File: src/rtl/psgh_pkg.sv
// Shared types, constants and elaboration-time table functions for the
// Platt sigmoid gradient/Hessian accumulator. No dependencies.
`timescale 1ns / 1ps
package psgh_pkg;

    localparam int FRAC_BITS_DEF   = 16;
    localparam int EXP_ENTRIES_DEF = 256;

    localparam int EXP_CUTOFF = 32;
    localparam int LOG_ROUNDS = 24;
    localparam int DIV_STEPS  = 17;

    localparam logic [30:0] LOG2E_Q30 = 31'd1549082005;
    localparam logic [31:0] LN2_Q32   = 32'd2977044472;

    localparam logic [2:0] CFG_SLOPE         = 3'd0;
    localparam logic [2:0] CFG_INTERCEPT     = 3'd1;
    localparam logic [2:0] CFG_TARGET_LOW    = 3'd2;
    localparam logic [2:0] CFG_TARGET_HIGH   = 3'd3;
    localparam logic [2:0] CFG_HESSIAN_RIDGE = 3'd4;

    typedef struct packed {
        logic signed [31:0] decision_value;
        logic               label_positive;
        logic               last_sample;
    } t_in_beat;

    typedef struct packed {
        logic signed [47:0] objective;
        logic signed [47:0] grad_slope;
        logic signed [47:0] grad_intercept;
        logic signed [47:0] hess_slope_slope;
        logic signed [47:0] hess_slope_intercept;
        logic signed [47:0] hess_intercept_intercept;
    } t_out_beat;

    typedef enum logic [4:0] {
        OP_IDLE,
        OP_MUL_Z,
        OP_Z,
        OP_ABS,
        OP_MUL_Y,
        OP_POS,
        OP_IDX,
        OP_T0,
        OP_T1,
        OP_MUL_V,
        OP_V,
        OP_E,
        OP_DIV_INIT,
        OP_ITER,
        OP_MUL_LN,
        OP_LN,
        OP_CZH,
        OP_PQ,
        OP_GS,
        OP_DPQ,
        OP_HSI,
        OP_MUL_HSS,
        OP_HSS,
        OP_EMIT
    } t_op;

    typedef struct packed {
        t_op        op;
        logic [4:0] round;
        logic       load;
        logic       emit;
    } t_cmd;

    typedef struct packed {
        logic last;
        logic out_free;
    } t_status;

    function automatic logic [63:0] pow_q32(input logic [63:0] r, input int n);
        logic [63:0] res;
        logic [63:0] base;
        int          m;
        res  = 64'h1_0000_0000;
        base = r;
        m    = n;
        while (m != 0) begin
            if (m % 2 == 1) res = (res * base) >> 32;
            base = (base * base) >> 32;
            m    = m / 2;
        end
        return res;
    endfunction

    function automatic logic [63:0] exp_ratio(input int entries);
        logic [63:0] lo;
        logic [63:0] hi;
        logic [63:0] mid;
        lo = 64'h8000_0000;
        hi = 64'hFFFF_FFFF;
        while (hi - lo > 64'd1) begin
            mid = lo + ((hi - lo) >> 1);
            if (pow_q32(mid, entries) <= 64'h8000_0000) lo = mid;
            else hi = mid;
        end
        return lo;
    endfunction

    function automatic logic [32:0] exp_rom_entry(input int idx, input int entries,
                                                  input logic [63:0] ratio);
        logic [63:0] v;
        int          i;
        v = 64'h1_0000_0000;
        if (idx >= entries) begin
            v = 64'h8000_0000;
        end else begin
            for (i = 1; i <= idx; i++) v = (v * ratio + 64'h8000_0000) >> 32;
        end
        return v[32:0];
    endfunction

endpackage

File: src/rtl/psgh_ctrl.sv
// Sequencer for the Platt accumulator: steps one sample through the shared
// datapath. Depends on psgh_pkg.
`timescale 1ns / 1ps
module psgh_ctrl (
    input  logic              i_clk,
    input  logic              i_rst_n,
    input  logic              i_in_valid,
    output logic              o_in_stall,
    input  psgh_pkg::t_status i_status,
    output psgh_pkg::t_cmd    o_cmd
);
    import psgh_pkg::*;

    t_op        r_state, n_state;
    logic [4:0] r_round, n_round;

    always_ff @(posedge i_clk) begin
        if (!i_rst_n) begin
            r_state <= OP_IDLE;
            r_round <= '0;
        end else begin
            r_state <= n_state;
            r_round <= n_round;
        end
    end

    always_comb begin
        n_state     = r_state;
        n_round     = r_round;
        o_cmd       = '0;
        o_cmd.op    = r_state;
        o_cmd.round = r_round;
        unique case (r_state)
            OP_IDLE: begin
                if (i_in_valid) begin
                    o_cmd.load = 1'b1;
                    n_state    = OP_MUL_Z;
                end
            end
            OP_MUL_Z:    n_state = OP_Z;
            OP_Z:        n_state = OP_ABS;
            OP_ABS:      n_state = OP_MUL_Y;
            OP_MUL_Y:    n_state = OP_POS;
            OP_POS:      n_state = OP_IDX;
            OP_IDX:      n_state = OP_T0;
            OP_T0:       n_state = OP_T1;
            OP_T1:       n_state = OP_MUL_V;
            OP_MUL_V:    n_state = OP_V;
            OP_V:        n_state = OP_E;
            OP_E:        n_state = OP_DIV_INIT;
            OP_DIV_INIT: begin
                n_state = OP_ITER;
                n_round = '0;
            end
            OP_ITER: begin
                if (r_round == 5'(LOG_ROUNDS - 1)) begin
                    n_state = OP_MUL_LN;
                end else begin
                    n_round = r_round + 5'd1;
                end
            end
            OP_MUL_LN:   n_state = OP_LN;
            OP_LN:       n_state = OP_CZH;
            OP_CZH:      n_state = OP_PQ;
            OP_PQ:       n_state = OP_GS;
            OP_GS:       n_state = OP_DPQ;
            OP_DPQ:      n_state = OP_HSI;
            OP_HSI:      n_state = OP_MUL_HSS;
            OP_MUL_HSS:  n_state = OP_HSS;
            OP_HSS:      n_state = OP_EMIT;
            OP_EMIT: begin
                if (!i_status.last) begin
                    n_state = OP_IDLE;
                end else if (i_status.out_free) begin
                    o_cmd.emit = 1'b1;
                    n_state    = OP_IDLE;
                end
            end
            default:     n_state = OP_IDLE;
        endcase
    end

    assign o_in_stall = (r_state != OP_IDLE);

endmodule

File: config.mk
export PLATFORM = sky130hd
export DESIGN_NAME = psgh_ctrl
export DESIGN_NICKNAME = d
export VERILOG_FILES = /design/src/rtl/psgh_pkg.sv /design/src/rtl/psgh_ctrl.sv
export SDC_FILE = /design/constraint.sdc
export NUM_CORES = 1
export LEC_CHECK = 0
export ABC_AREA = 1
export ABC_CLOCK_PERIOD_IN_PS = 4000
export BUFFER_PORTS_ARGS = -buffer_cell sky130_fd_sc_hd__buf_2
export CAP_MARGIN = 0
export CORE_ASPECT_RATIO = 1.2
export CORE_MARGIN = 5
export CORE_UTILIZATION = 40
export CTS_CLUSTER_SIZE = 10
export DETAILED_ROUTE_END_ITERATION = 10
export SLEW_MARGIN = 20
export SYNTH_ARGS = -nofsm -noshare
export SYNTH_HDL_FRONTEND = slang
export SYNTH_SLANG_ARGS = --single-unit
File: constraint.sdc
create_clock -name i_clk -period 4 [get_ports i_clk]
set_clock_uncertainty 0.2 [all_clocks]
set_input_delay 1.2 -clock i_clk [delete_from_list [all_inputs] [get_ports i_clk]]
set_output_delay 1.2 -clock i_clk [all_outputs]
set_load 0.02 [all_outputs]
* Word-level counts from Yosys, hierarchy flattened
Cells that the tools add are included.
** Storage, ports and cells
- Register bits :: 10
- Input bits :: 5
- Word-level logic and storage cells :: 48
** Operators by class
- Add/sub/neg operators :: 1
- Equality and inequality tests :: 28
- Multiplexer cells :: 12
- Reductions and logical operators :: 5
** Operators with widths (number)
- $pmux W5 S24 :: 1
- $eq A5 B5 Y1 const B :: 9
- $eq A5 B4 Y1 const B :: 8
- $mux W5 :: 5
- $eq A5 B3 Y1 const B :: 4
- $eq A5 B2 Y1 const B :: 2
- $pmux W5 S2 :: 1
- $ne A2 B2 Y1 const B :: 3
- $add A5 B1 Y5 const B :: 1
- $eq A5 B1 Y1 const B :: 1
- $logic_not A5 Y1 :: 1
- $mux W1 :: 5
- $reduce_bool A5 Y1 :: 1
- $ne A3 B3 Y1 const B :: 1
- $reduce_and A3 Y1 :: 1
- $reduce_and A2 Y1 :: 1
- $reduce_bool A2 Y1 :: 1

* Depth between registers and ports, before layout
- Depth after elaboration :: 3
- Mapped depth :: 9

* Worst setup path after synthesis
No wires, ideal clock.
- Path kind :: input-to-output
- Start :: input port i_status[1] in the netlist's numbering
- End :: output port o_cmd[0] in the netlist's numbering
- Arrival :: 1.747 ns
- Path slack :: 0.853 ns
- Stages on the path :: 2
- Path through :: nand2_1 > nor3_1
** RTL lines
- start, declared :: line psgh_ctrl.sv:9 : input psgh_pkg::t_status i_status,
- end, declared :: line psgh_ctrl.sv:10 : output psgh_pkg::t_cmd o_cmd

==> flow_metrics.env <==
export IMPL_power_leakage_nw=0.445
export IMPL_cts_resized_gates=0
export IMPL_num_vias=759
export IMPL_setup_viol=0
export IMPL_fin_cells=152
export IMPL_fmax_ghz=0.321
export IMPL_p_per_area_nw_per_um2=342
export IMPL_finalWirelength_um=1640
export IMPL_wl_per_cell_um=10.8
export IMPL_dp_cells=149
export IMPL_drc=0
export IMPL_ys_warn_count=0
export IMPL_cts_buffer_depth=2
export IMPL_fin_crit_sh_pct=77.9
export IMPL_clock_sinks=10
export IMPL_cts_tree="built"
export IMPL_reg2reg_depth=8
export IMPL_layout_common_cells="nand2_1, nor2_1, nand3_1, inv_1, buf_2"
export IMPL_dr_pass1_iters=4
export IMPL_start_util_pct=42.2
export IMPL_worstPathMaxFanout=2
export IMPL_antenna_found_initial=0
export IMPL_avgSynthCellArea_um2=6.10
export IMPL_rows=16
export IMPL_postLayoutCellArea_um2=821
export IMPL_hold_path_depth=2
export IMPL_postCtsSetupBuffers=0
export IMPL_die_width_um=48.2
export IMPL_grt_max_degree=11
export IMPL_die_area_um2=2700
export IMPL_status="finished, final reports clean"
export IMPL_hold_end="r_round[4]"
export IMPL_grt_setup_unrepaired="false"
export IMPL_dp_hpwl_um=1350
export IMPL_p_total_w=0.000281
export IMPL_fp_dieH_um=55.9
export IMPL_max_slew_worst_pin_slew_ns=0.420
export IMPL_worst_r2r_setup_slack_ns=2.32
export IMPL_cp_arrival_ns=1.72
export IMPL_crit_type="in -> out"
export IMPL_switchingPower_w=0.000107
export IMPL_p_comb_share_pct=33.8
export IMPL_peakVddDrop_v=0.000178
export IMPL_hold_violations=0
export IMPL_netlist_instances=115
export IMPL_grt_pass1_vias=684
export IMPL_ant_nets=0
export IMPL_seq_power_share_pct=43.4
export IMPL_hold_path_startpoint="r_round[4]"
export IMPL_layout_setup_ws_ns=0.883
export IMPL_end_kind="primary output"
export IMPL_wl_met1_um=752
export IMPL_grtUsageTotal_pct=14.4
export IMPL_crit_path_start_kind="input pin"
export IMPL_yosysSeqAreaShare_pct=28.5
export IMPL_switching_share_pct=38.2
export IMPL_dr_wl_met2_um=809
export IMPL_final_max_slew_viol_count=0
export IMPL_synth_seq_cells=10
export IMPL_pre_cts_slack_ns=0.897
export IMPL_core_um2=1660
export IMPL_io_pins=18
export IMPL_root_buffer="clkbuf_4"
export IMPL_overflow=0
export IMPL_portBuffers=17
export IMPL_p_int_w=0.000174
export IMPL_maxCapViolCount=0
export IMPL_vias_per_cell=4.99
export IMPL_setup_tns_ns=0
export IMPL_dr_first_iter_drc_count=11
export IMPL_synth_distinct_cells=20
export IMPL_final_common_cell="nand2_1"
export IMPL_routabilityCongestion=0.872
export IMPL_clk_pin_slew_ns=0.06
export IMPL_layout_nets=142
export IMPL_post_route_min_period_ns=3.12
export IMPL_r2r_end="r_round[1]"
export IMPL_layout_drive_gt1_share_pct=20.1
export IMPL_grt_pass1_wl_um=2880
export IMPL_hold_class="reg -> reg"
export IMPL_cts_made_buffers=3
export IMPL_routed_wl_met3_um=60
export IMPL_dpl_instance_area_um2=798
export IMPL_hold_buffers=0
export IMPL_route_top_layer_used="met4"
export IMPL_insertion_delay_ns=0.25
export IMPL_synthesis_area_um2=702
export IMPL_r2r_start="r_round[0]"
export IMPL_relSlewSlack_pct=72.0
export IMPL_n_fill_cell=191
export IMPL_p_clk_share_pct=22.9
export IMPL_ctsHtreeMaxLevel=1
export IMPL_synth_nets=121
export IMPL_required_ns=2.60
export IMPL_n_antenna_cell=0
export IMPL_syn_to_final_growth_pct=16.9
cell families (layout without fill, tap and decap cells):
kind of cell	after synthesis	count (layout)	share of synthesized area, %
flops	10	10	28.5
fa+ha+maj	1	1	1.78
buf+inv	19	38	11.9
simple gates	76	76	50.1
compound gates	9	9	7.66
synth_stat cells (all sizes together):
library cell,number,area share [%]
nand4,4,3.6
o21ai,1,0.71
nand2,28,16
inv,18,10
o21a,1,1.1
ha,1,1.8
nor3,1,0.71
nand3,20,16
a22oi,1,1.1
a21oi,6,4.8
or2,1,0.89
dfxtp,10,29
buf,1,1.6
nor2,22,13
area by class of cell:
class | count | area (µm²) | share of cell area, %
inverters | 18 | 72.6 | 8.84
well taps | 18 | 22.5 | 2.74
clock buffers | 3 | 22.5 | 2.74
multi-input cells | 86 | 418 | 50.9
flip-flops and latches | 10 | 200 | 24.4
repair buffers | 17 | 85.1 | 10.4
power groups by stage:
| stage | combinational [W] | sequential [W] | clock, W |
|---|---|---|---|
| floorplan | 0.0000599 | 0.000131 | 0 |
| global placement | 0.0000951 | 0.000124 | 0 |
| detailed placement | 0.0000958 | 0.000124 | 0 |
| CTS | 0.0000961 | 0.000122 | 0.0000684 |
| global route | 0.000108 | 0.000123 | 0.0000763 |
| finish | 0.0000949 | 0.000122 | 0.0000643 |
metrics by stage:
step / utilization [%] / hold slack (ns)
3_3_place_gp: 48.0 / 0.331
2_1_floorplan: - / 0.392
4_1_cts: 49.4 / 0.352
5_1_grt: 49.4 / 0.374
6_report: 49.4 / 0.348
3_5_place_dp: 48.0 / 0.336
flip-flops by register name (all words and copies together), names as in the netlist:
signal / cells
r_round: 5
r_state: 5
routing by layer:
layer	up-vias	GRT usage, %
met3	2	4.85
met2	11	20.5
met1	335	19.2
met4	0	5.77
li1	411	-
met5	-	0
how the worst max path moves through the flow:
| stage | endpoint | cells past startpoint | from | slack [ns] |
|---|---|---|---|---|
| floorplan | o_cmd[0] | 2 | i_status[1] | 0.85 |
| global placement | o_cmd[0] | 4 | i_status[1] | 0.93 |
| detailed placement | o_cmd[0] | 4 | i_status[1] | 0.90 |
| CTS | o_cmd[0] | 4 | i_status[1] | 0.90 |
| global route | o_cmd[0] | 4 | i_status[1] | 0.85 |
| finish | o_cmd[0] | 4 | i_status[1] | 0.88 |
worst max-delay path: stages:
cell and delay [ns]:
buf_2 0.07, nand2_1 0.06, nor3_1 0.19, buf_2 0.20
Note: power is estimated with default switching activity, not from simulation.
